## src/rtl/core/fst_pkg.sv

```systemverilog
package fst_pkg;

	// counter width default for line, column and token length
	localparam int COUNTER_BITS_DEF = 32;

	// configuration port
	localparam int ADDR_W = 3;
	localparam logic REG_ALPHABET = 1'b0;
	localparam logic ALPHA_DNA = 1'b0;
	localparam logic ALPHA_PROTEIN = 1'b1;

	// characters of interest
	localparam logic [7:0] CHR_GT = 8'h3E;
	localparam logic [7:0] CHR_LF = 8'h0A;
	localparam logic [7:0] CHR_TAB = 8'h09;
	localparam logic [7:0] CHR_CR = 8'h0D;
	localparam logic [7:0] CHR_SPACE = 8'h20;
	localparam logic [7:0] CHR_DASH = 8'h2D;
	localparam logic [7:0] CHR_UPPER_A = 8'h41;
	localparam logic [7:0] CHR_UPPER_Z = 8'h5A;
	localparam logic [7:0] CHR_LOWER_A = 8'h61;
	localparam logic [7:0] CHR_LOWER_Z = 8'h7A;
	localparam logic [7:0] CASE_OFFSET = 8'h20;

	// letter masks indexed by letter minus 'A'
	localparam logic [25:0] DNA_MASK = 26'b01_1110_1110_0011_0100_1100_1111;
	localparam logic [25:0] PROTEIN_MASK = 26'b11_1111_1111_1011_1101_1111_1111;

	// parse phases
	localparam logic [2:0] PH_START = 3'd0;
	localparam logic [2:0] PH_LABEL = 3'd1;
	localparam logic [2:0] PH_COMMENT = 3'd2;
	localparam logic [2:0] PH_SEQ = 3'd3;
	localparam logic [2:0] PH_ERR_LABEL = 3'd4;
	localparam logic [2:0] PH_ERR_SEQ = 3'd5;
	localparam logic [2:0] PH_ERR_CHAR = 3'd6;

	// event kinds
	localparam logic [1:0] EV_TOKEN_BYTE = 2'd0;
	localparam logic [1:0] EV_TOKEN_DONE = 2'd1;
	localparam logic [1:0] EV_SYNTAX_ERR = 2'd2;
	localparam logic [1:0] EV_PARSE_DONE = 2'd3;

	// token kinds
	localparam logic [1:0] TK_LABEL = 2'd0;
	localparam logic [1:0] TK_COMMENT = 2'd1;
	localparam logic [1:0] TK_SEQ = 2'd2;

	// error codes
	localparam logic [1:0] ERR_NONE = 2'd0;
	localparam logic [1:0] ERR_EMPTY_LABEL = 2'd1;
	localparam logic [1:0] ERR_NO_SEQ = 2'd2;
	localparam logic [1:0] ERR_BAD_CHAR = 2'd3;

	// byte classification handed from classifier to parser
	typedef struct packed {
		logic is_gt;
		logic is_lf;
		logic is_blank;
		logic is_seq_ws;
		logic letter_ok;
	} byte_class_t;

	// one result item
	typedef struct packed {
		logic [31:0] column_number;
		logic [31:0] line_number;
		logic [1:0]  error_code;
		logic [31:0] token_length;
		logic [7:0]  token_byte;
		logic [1:0]  token_kind;
		logic [1:0]  event_kind;
	} result_t;

endpackage

```

## src/rtl/core/fst_class.sv

```systemverilog
module fst_class
	import fst_pkg::*;
(
	input  logic [7:0]  in_byte,
	input  logic        alphabet_select,
	output byte_class_t cls
);

	logic [7:0] upper;
	logic       is_alpha;
	logic [4:0] letter_idx;
	logic [25:0] mask;

	// fold lower case onto upper case
	always_comb begin
		if (in_byte >= CHR_LOWER_A && in_byte <= CHR_LOWER_Z) begin
			upper = in_byte - CASE_OFFSET;
		end else begin
			upper = in_byte;
		end
	end

	assign is_alpha = (upper >= CHR_UPPER_A) && (upper <= CHR_UPPER_Z);
	assign letter_idx = 5'(upper - CHR_UPPER_A);
	assign mask = (alphabet_select == ALPHA_PROTEIN) ? PROTEIN_MASK : DNA_MASK;

	// class flags
	assign cls.is_gt = (in_byte == CHR_GT);
	assign cls.is_lf = (in_byte == CHR_LF);
	assign cls.is_blank = (in_byte == CHR_SPACE) || (in_byte == CHR_TAB);
	assign cls.is_seq_ws = (in_byte == CHR_SPACE) || (in_byte == CHR_TAB) ||
		(in_byte == CHR_LF) || (in_byte == CHR_CR);
	assign cls.letter_ok = (in_byte == CHR_DASH) || (is_alpha && mask[letter_idx]);

endmodule

```

## src/rtl/core/fst_core.sv

```systemverilog
module fst_core
	import fst_pkg::*;
#(
	parameter int COUNTER_BITS = COUNTER_BITS_DEF
) (
	input  logic        clk,
	input  logic        arst_n,
	input  logic        fire,
	input  logic [7:0]  in_byte,
	input  logic        end_of_input,
	input  byte_class_t cls,
	output logic        emit,
	output result_t     res
);

	localparam int CW = COUNTER_BITS;
	localparam logic [CW-1:0] ONE = {{(CW-1){1'b0}}, 1'b1};

	logic [2:0]    phase_q, phase_d;
	logic [CW-1:0] count_q, count_d;
	logic [CW-1:0] line_q, line_d;
	logic [CW-1:0] col_q, col_d;
	logic [CW-1:0] count_inc, line_inc, col_inc;
	logic [31:0]   count_o, line_o, col_o;
	logic          col_zero;
	logic          rec_start;

	// saturating increments
	assign count_inc = (&count_q) ? count_q : count_q + ONE;
	assign line_inc = (&line_q) ? line_q : line_q + ONE;
	assign col_inc = (&col_q) ? col_q : col_q + ONE;
	assign col_zero = (col_q == '0);
	assign rec_start = cls.is_gt && col_zero;

	// clamp counters to the 32 bit output fields
	generate
		if (CW > 32) begin : g_wide
			assign count_o = (|count_q[CW-1:32]) ? '1 : count_q[31:0];
			assign line_o = (|line_q[CW-1:32]) ? '1 : line_q[31:0];
			assign col_o = (|col_q[CW-1:32]) ? '1 : col_q[31:0];
		end else begin : g_narrow
			assign count_o = 32'(count_q);
			assign line_o = 32'(line_q);
			assign col_o = 32'(col_q);
		end
	endgenerate

	// next state and result for the item in the input stage
	always_comb begin
		phase_d = phase_q;
		count_d = count_q;
		line_d = line_q;
		col_d = col_q;
		emit = 1'b0;
		res.event_kind = EV_TOKEN_BYTE;
		res.token_kind = TK_LABEL;
		res.token_byte = 8'h00;
		res.token_length = 32'h0;
		res.error_code = ERR_NONE;
		res.line_number = line_o;
		res.column_number = col_o;
		if (end_of_input) begin
			emit = 1'b1;
			if (phase_q == PH_SEQ && count_q != '0) begin
				res.event_kind = EV_TOKEN_DONE;
				res.token_kind = TK_SEQ;
				res.token_length = count_o;
			end else begin
				res.event_kind = EV_PARSE_DONE;
				case (phase_q)
					PH_ERR_LABEL: res.error_code = ERR_EMPTY_LABEL;
					PH_ERR_SEQ:   res.error_code = ERR_NO_SEQ;
					PH_ERR_CHAR:  res.error_code = ERR_BAD_CHAR;
					default:      res.error_code = ERR_NONE;
				endcase
			end
			phase_d = PH_START;
			count_d = '0;
			line_d = ONE;
			col_d = '0;
		end else begin
			// position tracking in every phase
			if (cls.is_lf) begin
				line_d = line_inc;
				col_d = '0;
			end else begin
				col_d = col_inc;
			end
			case (phase_q)
				PH_START: begin
					if (rec_start) begin
						phase_d = PH_LABEL;
					end
				end
				PH_LABEL: begin
					emit = 1'b1;
					if (cls.is_lf || cls.is_blank) begin
						if (count_q == '0) begin
							phase_d = PH_ERR_LABEL;
							res.event_kind = EV_SYNTAX_ERR;
							res.token_byte = in_byte;
							res.error_code = ERR_EMPTY_LABEL;
						end else begin
							res.event_kind = EV_TOKEN_DONE;
							res.token_length = count_o;
							count_d = '0;
							phase_d = cls.is_lf ? PH_SEQ : PH_COMMENT;
						end
					end else begin
						count_d = count_inc;
						res.token_byte = in_byte;
					end
				end
				PH_COMMENT: begin
					res.token_kind = TK_COMMENT;
					if (cls.is_lf) begin
						phase_d = PH_SEQ;
						if (count_q != '0) begin
							emit = 1'b1;
							res.event_kind = EV_TOKEN_DONE;
							res.token_length = count_o;
							count_d = '0;
						end
					end else begin
						emit = 1'b1;
						count_d = count_inc;
						res.token_byte = in_byte;
					end
				end
				PH_SEQ: begin
					if (rec_start) begin
						emit = 1'b1;
						if (count_q == '0) begin
							phase_d = PH_ERR_SEQ;
							res.event_kind = EV_SYNTAX_ERR;
							res.token_byte = in_byte;
							res.error_code = ERR_NO_SEQ;
						end else begin
							res.event_kind = EV_TOKEN_DONE;
							res.token_kind = TK_SEQ;
							res.token_length = count_o;
							count_d = '0;
							phase_d = PH_LABEL;
						end
					end else if (!cls.is_seq_ws) begin
						emit = 1'b1;
						if (cls.letter_ok) begin
							count_d = count_inc;
							res.token_kind = TK_SEQ;
							res.token_byte = in_byte;
						end else begin
							phase_d = PH_ERR_CHAR;
							res.event_kind = EV_SYNTAX_ERR;
							res.token_byte = in_byte;
							res.token_length = count_o;
							res.error_code = ERR_BAD_CHAR;
						end
					end
				end
				default: begin
					// stopped on an error: only position moves
				end
			endcase
		end
	end

	// parse state
	always_ff @(posedge clk or negedge arst_n) begin
		if (!arst_n) begin
			phase_q <= PH_START;
			count_q <= '0;
			line_q <= ONE;
			col_q <= '0;
		end else if (fire) begin
			phase_q <= phase_d;
			count_q <= count_d;
			line_q <= line_d;
			col_q <= col_d;
		end
	end

	// error phases hold until end of input
	a_err_sticky: assert property (@(posedge clk) disable iff (!arst_n)
		((phase_q == PH_ERR_LABEL || phase_q == PH_ERR_SEQ || phase_q == PH_ERR_CHAR) &&
		 !(fire && end_of_input)) |=> (phase_q == $past(phase_q)))
		else $error("error phase left without end of input");

	// end of input rearms the parser
	a_rearm: assert property (@(posedge clk) disable iff (!arst_n)
		(fire && end_of_input) |=>
		(phase_q == PH_START && count_q == '0 && line_q == ONE && col_q == '0))
		else $error("parser not rearmed after end of input");

	// no token is gathered before the first record
	a_start_empty: assert property (@(posedge clk) disable iff (!arst_n)
		(phase_q == PH_START) |-> (count_q == '0))
		else $error("token length nonzero before first record");

endmodule

```

## src/rtl/core/fasta_stream_tokenizer.sv

```systemverilog
// FASTA text tokenizer, one byte per request.
// Input channel: s_tdata carries one text byte, s_tlast marks end of input
// (the byte is then ignored; any pending sequence token is closed, a parse
// done event otherwise, and the parser rearms to line 1, column 0).
// Output channel: zero or one result per input request. m_tuser holds the
// event kind and token kind, m_tdata the token byte, token length, error
// code, line and column.
// A request accepted into the input stage register is decoded there, and its
// result, if any, is loaded into the output register when that register is
// free; m_tvalid is driven by the output register.
// Throughput is one request per cycle while no result waits on a full output,
// set by the single decode step between the input and output registers.
// When the receiver stalls, the result waits in the output register and
// the input stage still takes one further request; requests that give
// no result keep flowing while the output is full.
// Reset rearms the parse state and counters and resets the alphabet register
// (DNA); the user must write it via the APB port only while idle, unenforced.
module fasta_stream_tokenizer
	import fst_pkg::*;
#(
	parameter int COUNTER_BITS = COUNTER_BITS_DEF
) (
	input  logic              clk,
	input  logic              arst_n,
	// configuration
	input  logic              psel,
	input  logic              penable,
	input  logic              pwrite,
	input  logic [ADDR_W-1:0] paddr,
	input  logic [31:0]       pwdata,
	output logic [31:0]       prdata,
	output logic              pready,
	// input stream
	input  logic              s_tvalid,
	output logic              s_tready,
	input  logic [7:0]        s_tdata,  // [7:0] in_byte
	input  logic              s_tlast,  // end_of_input
	// output stream
	output logic              m_tvalid,
	input  logic              m_tready,
	output logic [111:0]      m_tdata,  // [7:0] token_byte, [39:8] token_length,
	                                    // [41:40] error_code, [73:42] line_number,
	                                    // [105:74] column_number, rest zero
	output logic [3:0]        m_tuser   // [1:0] event_kind, [3:2] token_kind
);

	logic        alphabet_q;
	logic        valid_s1;
	logic [7:0]  byte_s1;
	logic        eoi_s1;
	logic        out_valid_q;
	result_t     out_res_q;
	byte_class_t cls;
	logic        emit;
	result_t     res;
	logic        out_free;
	logic        s1_adv;

	// configuration register
	assign pready = 1'b1;
	always_ff @(posedge clk or negedge arst_n) begin
		if (!arst_n) begin
			alphabet_q <= ALPHA_DNA;
		end else if (psel && penable && pwrite && pready &&
			paddr[ADDR_W-1] == REG_ALPHABET) begin
			alphabet_q <= pwdata[0];
		end
	end
	assign prdata = (paddr[ADDR_W-1] == REG_ALPHABET) ? {31'h0, alphabet_q} : 32'h0;

	// stage flow control
	assign out_free = !out_valid_q || m_tready;
	assign s1_adv = valid_s1 && (!emit || out_free);
	assign s_tready = !valid_s1 || s1_adv;

	// input stage
	always_ff @(posedge clk or negedge arst_n) begin
		if (!arst_n) begin
			valid_s1 <= 1'b0;
		end else if (s_tready) begin
			valid_s1 <= s_tvalid;
		end
	end
	always_ff @(posedge clk) begin
		if (s_tready && s_tvalid) begin
			byte_s1 <= s_tdata;
			eoi_s1 <= s_tlast;
		end
	end

	fst_class u_class (
		.in_byte         (byte_s1),
		.alphabet_select (alphabet_q),
		.cls             (cls)
	);

	fst_core #(
		.COUNTER_BITS (COUNTER_BITS)
	) u_core (
		.clk          (clk),
		.arst_n       (arst_n),
		.fire         (s1_adv),
		.in_byte      (byte_s1),
		.end_of_input (eoi_s1),
		.cls          (cls),
		.emit         (emit),
		.res          (res)
	);

	// result register
	always_ff @(posedge clk or negedge arst_n) begin
		if (!arst_n) begin
			out_valid_q <= 1'b0;
		end else if (s1_adv && emit) begin
			out_valid_q <= 1'b1;
		end else if (m_tready) begin
			out_valid_q <= 1'b0;
		end
	end
	always_ff @(posedge clk) begin
		if (s1_adv && emit) begin
			out_res_q <= res;
		end
	end

	assign m_tvalid = out_valid_q;
	assign m_tuser = {out_res_q.token_kind, out_res_q.event_kind};
	assign m_tdata = {6'h0, out_res_q.column_number, out_res_q.line_number,
		out_res_q.error_code, out_res_q.token_length, out_res_q.token_byte};

	// a blocked input stage keeps its request
	a_s1_hold: assert property (@(posedge clk) disable iff (!arst_n)
		(valid_s1 && !s1_adv) |=> valid_s1)
		else $error("input stage request lost while blocked");

endmodule

```

## config.mk

```make
export PLATFORM = sky130hd
export DESIGN_NAME = fasta_stream_tokenizer
export DESIGN_NICKNAME = d
export VERILOG_FILES = /design/src/rtl/core/fst_pkg.sv /design/src/rtl/core/fst_class.sv /design/src/rtl/core/fst_core.sv /design/src/rtl/core/fasta_stream_tokenizer.sv
export SDC_FILE = /design/constraint.sdc
export NUM_CORES = 1
export LEC_CHECK = 0
export BUFFER_PORTS_ARGS = -buffer_cell sky130_fd_sc_hd__buf_2
export CELL_PAD_IN_SITES_DETAIL_PLACEMENT = 0
export CELL_PAD_IN_SITES_GLOBAL_PLACEMENT = 2
export CORE_ASPECT_RATIO = 1.2
export CORE_MARGIN = 3
export CORE_UTILIZATION = 36
export CTS_CLUSTER_DIAMETER = 150
export CTS_CLUSTER_SIZE = 14
export DETAILED_ROUTE_END_ITERATION = 10
export PLACE_DENSITY = 0.77
export SLEW_MARGIN = 20
export SYNTH_ARGS = -nofsm -noshare
export SYNTH_HDL_FRONTEND = slang
export SYNTH_HIERARCHICAL = 1
export SYNTH_SLANG_ARGS = --single-unit
```

## constraint.sdc

```tcl
create_clock -name clk -period 10.6 [get_ports clk]
set_clock_uncertainty 0.1 [all_clocks]
set_input_delay 2.12 -clock clk [delete_from_list [all_inputs] [get_ports clk]]
set_output_delay 2.12 -clock clk [all_outputs]
set_load 0.1 [all_outputs]
```

## Word-level counts from Yosys, hierarchy flattened

Index checks and enable logic that the tools add are counted.

| cells by class | value |
|---|---|
| equal/unequal tests | 21 |
| multiplexer cells | 70 |
| bitwise operators | 1 |
| reduce and logical (&&, ||, !) cells | 36 |
| add/subtract/negate cells | 5 |
| $lt $le $gt $ge | 5 |

Operators with widths:

| cell | number |
|---|---|
| 32-bit 2-to-1 mux | 19 |
| 40-bit one-hot mux with 3 select lines | 1 |
| 32-bit by 1-bit adder with 32-bit output (second input constant) | 3 |
| 32-bit one-hot mux with 3 select lines | 1 |
| 32-bit AND reduction | 3 |
| 46-bit 2-to-1 mux | 2 |
| 34-bit 2-to-1 mux | 2 |
| 32-bit logical NOT | 2 |
| 33-bit 2-to-1 mux | 1 |
| 8-bit 2-to-1 mux | 4 |
| 32-bit nonzero test | 1 |
| 3-bit 2-to-1 mux | 9 |
| 26-bit 2-to-1 mux | 1 |
| 8-bit by 4-bit equality test with 1-bit output (second input constant) | 3 |
| 8-bit by 6-bit equality test with 1-bit output (second input constant) | 3 |
| 2-bit 2-to-1 mux | 10 |
| 8-bit by 7-bit >= comparator with 1-bit output (second input constant) | 2 |
| 8-bit by 7-bit <= comparator with 1-bit output (second input constant) | 2 |
| 1-bit 2-to-1 mux | 12 |
| 2-bit one-hot mux with 3 select lines | 2 |
| 3-bit one-hot mux with 4 select lines | 1 |
| 1-bit logical AND | 11 |
| 3-bit equality test (second input constant) | 3 |
| 3-bit by 2-bit inequality test with 1-bit output (second input constant) | 3 |
| 24 further kinds | 37 |

| word-level totals | value |
|---|---|
| logic and storage cells | 154 |
| register bits | 221 |
| output and inout bits | 151 |

## Logic depth before layout (Yosys ltp)

Gate-level depths: netlist of the first run.

| depth | value |
|---|---|
| depth after elaboration | 13 |
| mapped depth | 18 |

## By module

Netlist of the first run, hierarchy kept.

By module, submodules not included:

| module | cells each | times used | area each (µm²) |
|---|---|---|---|
| fst_core | 769 | 1 | 6,324.8 |
| fasta_stream_tokenizer | 173 | 1 | 4,018.9 |
| fst_class | 60 | 1 | 424.2 |

## Worst setup path after synthesis of the first run

OpenSTA, ideal clock, no wires.

| path | value |
|---|---|
| path type | input to register |
| from | in m_tready |
| to | reg out_res_q (netlist bit m_tdata[0]), enable pin |
| data required time | 9.920 ns |
| path buffers | 0 |
| setup slack | 3.158 ns |
| arrival time | 6.763 ns |
| stages on the path | 2 |
| cells stage by stage | nor2b_1 -> nor2_1 |

| on the way | value |
|---|---|
| longest elaborated chain between the ends | 4 |

Ends and longest elaborated chain:

| what | RTL line | RTL |
|---|---|---|
| start: declaration | fasta_stream_tokenizer.sv:40 | `input logic m_tready,` |
| 1-bit logical OR | fasta_stream_tokenizer.sv:72 | `assign out_free = !out_valid_q \|\| m_tready;` |
| 1-bit logical OR | fasta_stream_tokenizer.sv:73 | `assign s1_adv = valid_s1 && (!emit \|\| out_free);` |
| 1-bit logical AND | fasta_stream_tokenizer.sv:73 |  |
| 1-bit logical AND | fasta_stream_tokenizer.sv:121 | `if (s1_adv && emit) begin` |
| end signal: assignment | fasta_stream_tokenizer.sv:122 | `out_res_q <= res;` |
| end: declaration | fasta_stream_tokenizer.sv:52 | `result_t out_res_q;` |

Every way passes these cells.
A chain may end at the register's enable or synchronous reset.

==> impl_metrics.prom, run 1 <==
# TYPE chip_impl_metric gauge
chip_impl_info{name="cts_root_buf",value="clkbuf_16"} 1
chip_impl_metric{name="antenna_found_initial",unit=""} 0
chip_impl_info{name="startpoint_type",value="flip-flop"} 1
chip_impl_info{name="critical_path.slowest_cell",value="edfxtp_1"} 1
chip_impl_metric{name="detailedPlacementHpwl",unit="mm"} 17.4
chip_impl_metric{name="detail-route-antenna-nets",unit=""} 0
chip_impl_metric{name="die_h",unit="µm"} 195
chip_impl_metric{name="syn_avg_cell_area",unit="µm²"} 10.7
chip_impl_metric{name="async_flop_share",unit="%"} 46.2
chip_impl_info{name="rsz_0062_raised_after_global_routing",value="no"} 1
chip_impl_info{name="yosys_most_used_dff",value="edfxtp_1"} 1
chip_impl_metric{name="synth.yosys.seq_area_share",unit="%"} 56.9
chip_impl_info{name="cts_tree",value="done"} 1
chip_impl_metric{name="pwr-share-clk",unit="%"} 22.0
chip_impl_metric{name="count_of_flip_flops_with_a_built_in_enable_after_synthesis",unit=""} 119
chip_impl_metric{name="grt_overflow_total",unit=""} 0
chip_impl_metric{name="grt_pass1_wl",unit="mm"} 42.6
chip_impl_metric{name="clk_transition_reported_paths",unit="ps"} 70
chip_impl_metric{name="cp_max_fo",unit=""} 11
chip_impl_metric{name="worst-slew-pin-transition",unit="ps"} 1140
chip_impl_metric{name="core_box_area",unit="µm²"} 29100
chip_impl_metric{name="routed_wirelength",unit="mm"} 25.9
chip_impl_metric{name="swShare",unit="%"} 46.4
chip_impl_metric{name="final_period_minus_worst_setup_slack",unit="ps"} 5760
chip_impl_metric{name="design.final.nets",unit=""} 1179
chip_impl_metric{name="finish.utilization",unit="%"} 41.8
chip_impl_metric{name="required",unit="ps"} 8380
chip_impl_metric{name="p_switching",unit="W"} 0.00135
chip_impl_metric{name="cts-buffers-inserted",unit=""} 19
chip_impl_metric{name="numPortBuffers",unit=""} 130
chip_impl_metric{name="drt_iter0_drc",unit=""} 488
chip_impl_metric{name="overall_via_count_from_detail_route",unit=""} 7864
chip_impl_metric{name="finalWeightedCongestion",unit=""} 0.819
chip_impl_metric{name="start_util",unit="%"} 37.0
chip_impl_metric{name="cts-htree-levels",unit=""} 1
chip_impl_metric{name="routedWlPerCell",unit="µm"} 17.1
chip_impl_metric{name="use_met3",unit="%"} 2.25
chip_impl_metric{name="grt_pass1_vias",unit=""} 7743
chip_impl_info{name="crit_chain",value="inv_1 -> ha_1 -> and4b_1 -> nor4bb_1 -> and4_1 -> nand2_1 -> nand3_1 -> a22oi_1 -> o21ai_0 -> nand4b_1 -> buf_2"} 1
chip_impl_metric{name="antenna-diode-count",unit=""} 0
chip_impl_metric{name="reg_power_share",unit="%"} 39.9
chip_impl_info{name="worstSetupEndpointType",value="output pin"} 1
chip_impl_metric{name="die_area",unit="µm²"} 32000
chip_impl_metric{name="final_hold_violating_endpoints",unit=""} 0
chip_impl_metric{name="cp_slowest_stage_delay",unit="ps"} 540
chip_impl_metric{name="worst-endpoint-arrival",unit="ps"} 3540
chip_impl_info{name="run_status",value="completed"} 1
chip_impl_metric{name="clkSinkCount",unit=""} 221
chip_impl_metric{name="fin_setup_tns",unit="ps"} 0
chip_impl_info{name="synthTopCellsByArea",value="edfxtp_1 33%, dfrtp_1 23%, nor2_1 3.7%"} 1
chip_impl_metric{name="routed_via_density",unit=""} 5.19
chip_impl_metric{name="grt_max_degree",unit=""} 70
chip_impl_metric{name="post-route-cell-area",unit="µm²"} 12200
chip_impl_info{name="worst_hold_path_type",value="flip-flop to flip-flop"} 1
chip_impl_metric{name="timing.slew.headroom",unit="%"} 24.2
chip_impl_metric{name="cts_setup_buffers",unit=""} 0
chip_impl_info{name="synth_top_area_cell",value="edfxtp_1"} 1
chip_impl_metric{name="netlist_instances",unit=""} 1002
chip_impl_metric{name="postPlaceCellArea",unit="µm²"} 11600
chip_impl_metric{name="fp.dieW",unit="µm"} 164
chip_impl_metric{name="power.share.combinational",unit="%"} 38.0
chip_impl_info{name="most-common-layout-cells",value="129 x buf_2, 119 x edfxtp_1, 105 x nor2_1, 101 x dfrtp_1, 70 x nand2_1"} 1
chip_impl_metric{name="floorplan.rows",unit=""} 68
chip_impl_metric{name="synthesis.yosys.warnings",unit=""} 6
chip_impl_metric{name="clock_tree.buffer_depth",unit=""} 3
chip_impl_metric{name="cts_hold_repair.buffers",unit=""} 0
chip_impl_metric{name="number_of_different_library_cells_in_the_post_synthesis_netlist",unit=""} 80
chip_impl_metric{name="powerDensity",unit="nW/µm²"} 239
chip_impl_metric{name="slew_violations",unit=""} 0
chip_impl_metric{name="final_setup_violation_count",unit=""} 0
chip_impl_metric{name="maxCapViolCount",unit=""} 0
chip_impl_info{name="layout_commonest_cell",value="buf_2"} 1
chip_impl_info{name="globalRoute.busiestLayer",value="met2"} 1
chip_impl_metric{name="grt_util_met2",unit="%"} 26.9
chip_impl_metric{name="synth.top_cell.area_share",unit="%"} 33.2
chip_impl_metric{name="post_cts.resized_instances",unit=""} 0
chip_impl_metric{name="grt_usage",unit="%"} 16.2
chip_impl_metric{name="num_ports",unit=""} 202
chip_impl_metric{name="internal_power",unit="W"} 0.00156
chip_impl_metric{name="drcViolationCount",unit=""} 0
chip_impl_info{name="worstSetupPathType",value="flip-flop to output pin"} 1
chip_impl_metric{name="final_layout_size_suffix_gt1_share",unit="%"} 16.5
chip_impl_metric{name="yosys_register_bits",unit=""} 221
chip_impl_metric{name="globalRouteMet1Util",unit="%"} 22.4
chip_impl_metric{name="drt_pass1_iterations",unit=""} 5
chip_impl_metric{name="ir_drop",unit="µV"} 134
chip_impl_metric{name="power_leakage",unit="nW"} 4.87
chip_impl_metric{name="finalCritPeriodShare",unit="%"} 54.3
chip_impl_metric{name="area.growth.synth_to_final",unit="%"} 13.0
chip_impl_metric{name="fmax",unit="MHz"} 174
chip_impl_metric{name="clk_latency",unit="ps"} 500
chip_impl_metric{name="synth_cell_area",unit="µm²"} 10800
## cell families (layout without fill, tap and decap cells)
logic type                 after synthesis  after routing  share of synthesized area [%]
and+or+nand+nor                        448            448                           22.5
DFF                                    221            221                           56.9
AOI/OAI and AO/OA                      171            171                           10.1
buffers and inverters                  103            195                           5.30
xor gates and xnor gates                44             44                           3.58
adders and majority gates               10             10                           1.16
muxes                                    3              3                          0.314
other                                    2             38                         0.0697
## path summary, 6_finish.rpt
check | from | end | slack [ps] | cells past startpoint
max | byte_s1[0] | s_tready | 4840 | 11
min | u_core/line_o[28] | m_tdata[70] | 390 | 0
max reg2reg | byte_s1[0] | u_core/count_o[28] | 5930 | 17
min reg2reg | u_core/line_o[28] | m_tdata[70] | 390 | 0
max in group asynchronous | arst_n | u_core/col_o[27] | 7580 | 2
min in group asynchronous | arst_n | u_core/line_o[5] | 1480 | 1
## worst max-delay path: cells and delay by family, from the launching register on
| kind | cells | cell delay [ps] |
|---|---|---|
| and+or+nand+nor | 6 | 1380 |
| DFF | 1 | 540 |
| adders and majority gates | 1 | 220 |
| buffers and inverters | 2 | 480 |
| AOI/OAI and AO/OA | 2 | 430 |
## metrics by stage
stage	worst slack [ps]	std cells	hold WS (ps)	power [W]
2_1_floorplan	3160	1038	348	0.00211
3_3_place_gp	5320	1482	377	0.00228
3_5_place_dp	5280	1482	374	0.00229
4_1_cts	4740	1515	386	0.00294
5_1_grt	4530	1515	408	0.00304
6_report	4840	1515	385	0.00290
## registers in the layout (all words and copies together) (netlist names), 3 cells and up
| signal | cells |
|---|---|
| m_tuser | 4 |
| u_core/count_o | 32 |
| u_core/line_o | 32 |
| byte_s1 | 8 |
| u_core/col_o | 32 |
| m_tdata | 106 |
| u_core/phase_q | 3 |
## power by group through the flow
stage | logic, W | registers (W) | clock network [W]
after global placement | 0.00111 | 0.00118 | 0
after floorplan | 0.000354 | 0.00176 | 0
final | 0.00110 | 0.00116 | 0.000640
after detailed placement | 0.00111 | 0.00118 | 0
after global routing | 0.00116 | 0.00118 | 0.000698
after CTS | 0.00111 | 0.00116 | 0.000667
## cells in the mapped netlist, types with 4 or more instances
library cell and number:
and3_1 20, buf_2 12, nor3_1 28, xor2_1 26, o41ai_1 10, nand2_1 70, a31oi_1 15, nor2_1 106
o21ai_0 61, inv_1 22, edfxtp_1 119, buf_4 39, xnor2_1 18, o211ai_1 4, and2_1 39, nor4_1 13
dfrtp_1 101, or4_1 4, clkbuf_1 24, nand3_1 51, nor2b_1 17, a41oi_1 7, a21oi_1 38, and4_1 15
or3_1 12, nor4b_1 4, nand2b_1 10, ha_1 10, nand4_1 26, nor4_2 5
## metal layers
metal  wire length (µm)  share of wire (%)  vias to the layer above
met5                  0                  0                        -
met3               1280                4.9                       35
met2              12600                 48                      208
met1              11500                 44                     3808
met4                552                2.1                        0
li1                   -                  -                     3813
## area by class of cell
type,instances,area (µm²)
multi-input cells,714,4220
repair buffers,139,721
clock inverters,1,5.00
flip-flops and latches,221,6130
fillers,2879,16900
well taps,385,482
inverters,23,86.3
clock buffers,32,524
No activity file was read; power rests on OpenSTA's default activity.
==> inputs of run 2 (changes only) <==
- clock period: 10.6 -> 5.47 ns (I/O delays scaled with it)
==> impl_metrics.prom, run 2 (synthesis results as in run 1) <==
# TYPE chip_impl_metric gauge
chip_impl_info{name="run_status",value="completed"} 1
chip_impl_metric{name="layout.cells.non_filler",unit=""} 1517
chip_impl_metric{name="maxCapViolCount",unit=""} 0
chip_impl_metric{name="overall_via_count_from_detail_route",unit=""} 7785
chip_impl_metric{name="grt_pass1_vias",unit=""} 7624
chip_impl_metric{name="grt_overflow_total",unit=""} 0
chip_impl_info{name="worstSetupPathType",value="flip-flop to output pin"} 1
chip_impl_metric{name="die_h",unit="µm"} 195
chip_impl_metric{name="fin_setup_tns",unit="ps"} 0
chip_impl_metric{name="cts_hold_repair.buffers",unit=""} 0
chip_impl_metric{name="slew_violations",unit=""} 0
chip_impl_info{name="crit_chain",value="inv_1 -> ha_1 -> and4b_1 -> nor4bb_1 -> and4_1 -> nand2_1 -> nand3_1 -> a22oi_1 -> o21ai_0 -> nand4b_1 -> buf_2"} 1
chip_impl_metric{name="final_setup_violation_count",unit=""} 0
chip_impl_metric{name="drt_iter0_drc",unit=""} 421
chip_impl_metric{name="power_leakage",unit="nW"} 4.89
chip_impl_metric{name="postPlaceCellArea",unit="µm²"} 11700
chip_impl_metric{name="flip_flop_count_of_the_largest_register_after_layout",unit=""} 106
chip_impl_metric{name="floorplan.rows",unit=""} 68
chip_impl_metric{name="area.growth.synth_to_final",unit="%"} 13.1
chip_impl_metric{name="finalCritPeriodShare",unit="%"} 87.4
chip_impl_metric{name="cts-buffers-inserted",unit=""} 19
chip_impl_metric{name="drt_pass1_iterations",unit=""} 7
chip_impl_metric{name="clk_transition_reported_paths",unit="ps"} 70
chip_impl_metric{name="powerDensity",unit="nW/µm²"} 460
chip_impl_info{name="worstSetupEndpointType",value="output pin"} 1
chip_impl_metric{name="grt_max_degree",unit=""} 62
chip_impl_info{name="rsz_0062_raised_after_global_routing",value="no"} 1
chip_impl_metric{name="cp_slowest_stage_delay",unit="ps"} 550
chip_impl_metric{name="routedWlPerCell",unit="µm"} 17.0
chip_impl_metric{name="design.final.nets",unit=""} 1182
chip_impl_info{name="layout_commonest_cell",value="buf_2"} 1
chip_impl_metric{name="post-route-cell-area",unit="µm²"} 12200
chip_impl_metric{name="die_area",unit="µm²"} 32000
chip_impl_info{name="worst_hold_path_type",value="flip-flop to flip-flop"} 1
chip_impl_metric{name="worst_hold_slack",unit="ps"} 399
chip_impl_metric{name="clock_tree.buffer_depth",unit=""} 3
chip_impl_info{name="cts_tree",value="done"} 1
chip_impl_metric{name="antenna_found_initial",unit=""} 0
chip_impl_metric{name="grt_pass1_wl",unit="mm"} 41.9
chip_impl_metric{name="drcViolationCount",unit=""} 0
chip_impl_metric{name="routed_via_density",unit=""} 5.13
chip_impl_info{name="critical_path.slowest_cell",value="edfxtp_1"} 1
chip_impl_metric{name="detail-route-antenna-nets",unit=""} 0
chip_impl_metric{name="start_util",unit="%"} 37.0
chip_impl_metric{name="worst-slew-pin-transition",unit="ps"} 1130
chip_impl_metric{name="final_period_minus_worst_setup_slack",unit="ps"} 4780
chip_impl_metric{name="finalWeightedCongestion",unit=""} 0.812
chip_impl_metric{name="cts-htree-levels",unit=""} 1
chip_impl_metric{name="cts_setup_buffers",unit=""} 0
chip_impl_metric{name="clk_latency",unit="ps"} 490
chip_impl_metric{name="numPortBuffers",unit=""} 130
chip_impl_metric{name="num_ports",unit=""} 202
chip_impl_metric{name="detailedPlacementHpwl",unit="mm"} 17.5
chip_impl_metric{name="fp.dieW",unit="µm"} 164
chip_impl_metric{name="antenna-diode-count",unit=""} 0
chip_impl_metric{name="dp_cells",unit=""} 1485
chip_impl_metric{name="final_layout_size_suffix_gt1_share",unit="%"} 16.7
chip_impl_metric{name="finish.utilization",unit="%"} 41.9
chip_impl_info{name="most-common-layout-cells",value="129 x buf_2, 119 x edfxtp_1, 105 x nor2_1, 101 x dfrtp_1, 70 x nand2_1"} 1
chip_impl_metric{name="ir_drop",unit="µV"} 359
chip_impl_metric{name="cp_max_fo",unit=""} 11
chip_impl_info{name="cts_root_buf",value="clkbuf_16"} 1
chip_impl_metric{name="grt_usage",unit="%"} 16.0
chip_impl_metric{name="clkSinkCount",unit=""} 221
chip_impl_metric{name="post_cts.resized_instances",unit=""} 0
chip_impl_metric{name="routed_wirelength",unit="mm"} 25.8
chip_impl_metric{name="required",unit="ps"} 4280
chip_impl_metric{name="timing.slew.headroom",unit="%"} 24.4
chip_impl_metric{name="final_hold_violating_endpoints",unit=""} 0
chip_impl_info{name="startpoint_type",value="flip-flop"} 1
chip_impl_metric{name="worst-endpoint-arrival",unit="ps"} 3590
chip_impl_metric{name="fmax",unit="MHz"} 209
chip_impl_metric{name="nFillCells",unit=""} 2883
chip_impl_metric{name="core_box_area",unit="µm²"} 29100
-- run 2: worst paths after layout --
| kind | startpoint | end | slack [ps] | cells after the start |
|---|---|---|---|---|
| setup / recovery | byte_s1[0] | s_tready | 690 | 11 |
| hold / removal | u_core/line_o[25] | m_tdata[67] | 400 | 0 |
| setup reg to reg | byte_s1[0] | u_core/count_o[28] | 740 | 15 |
| hold reg to reg | u_core/line_o[25] | m_tdata[67] | 400 | 0 |
| max in group asynchronous | arst_n | u_core/col_o[13] | 3790 | 2 |
| min in group asynchronous | arst_n | u_core/line_o[4] | 510 | 1 |
-- run 2: area by class of cell --
type,count,area (µm²),share of cell area [%]
clock buffer,31,520,4.27
clock inverter,1,5.00,0.0411
inverter,23,86.3,0.709
multi-input combinational,714,4220,34.6
sequential,221,6130,50.3
tap,385,482,3.95
timing repair buffer,142,743,6.10
-- run 2: critical path, delay by kind of cell, from the launching register on --
kind / cells / cell delay (ps)
and+or+nand+nor: 6 / 1430
DFF: 1 / 550
buffers and inverters: 2 / 500
AOI/OAI and AO/OA: 2 / 400
adders and majority gates: 1 / 220
-- run 2: layer usage --
layer / share of wire [%] / vias up / track usage, %
met1: 44 / 3750 / 21.6
met3: 4.5 / 34 / 2.06
met2: 50 / 182 / 27.4
met4: 1.7 / 0 / 3.73
li1: - / 3819 / -
met5: 0 / - / 0
-- run 2: stage by stage --
| step | setup slack [ps] | total power [W] |
|---|---|---|
| final | 687 | 0.00560 |
| after detailed placement | 756 | 0.00443 |
| after floorplan | 1170 | 0.00407 |
| after global placement | 773 | 0.00443 |
| after CTS | 605 | 0.00568 |
| after global routing | 314 | 0.00586 |
-- run 2: where the power goes --
group	internal (W)	leakage [nW]	switching (W)
registers	0.00205	2.55	0.000187
clock network	0.000649	0.252	0.000576
logic	0.000310	2.08	0.00183
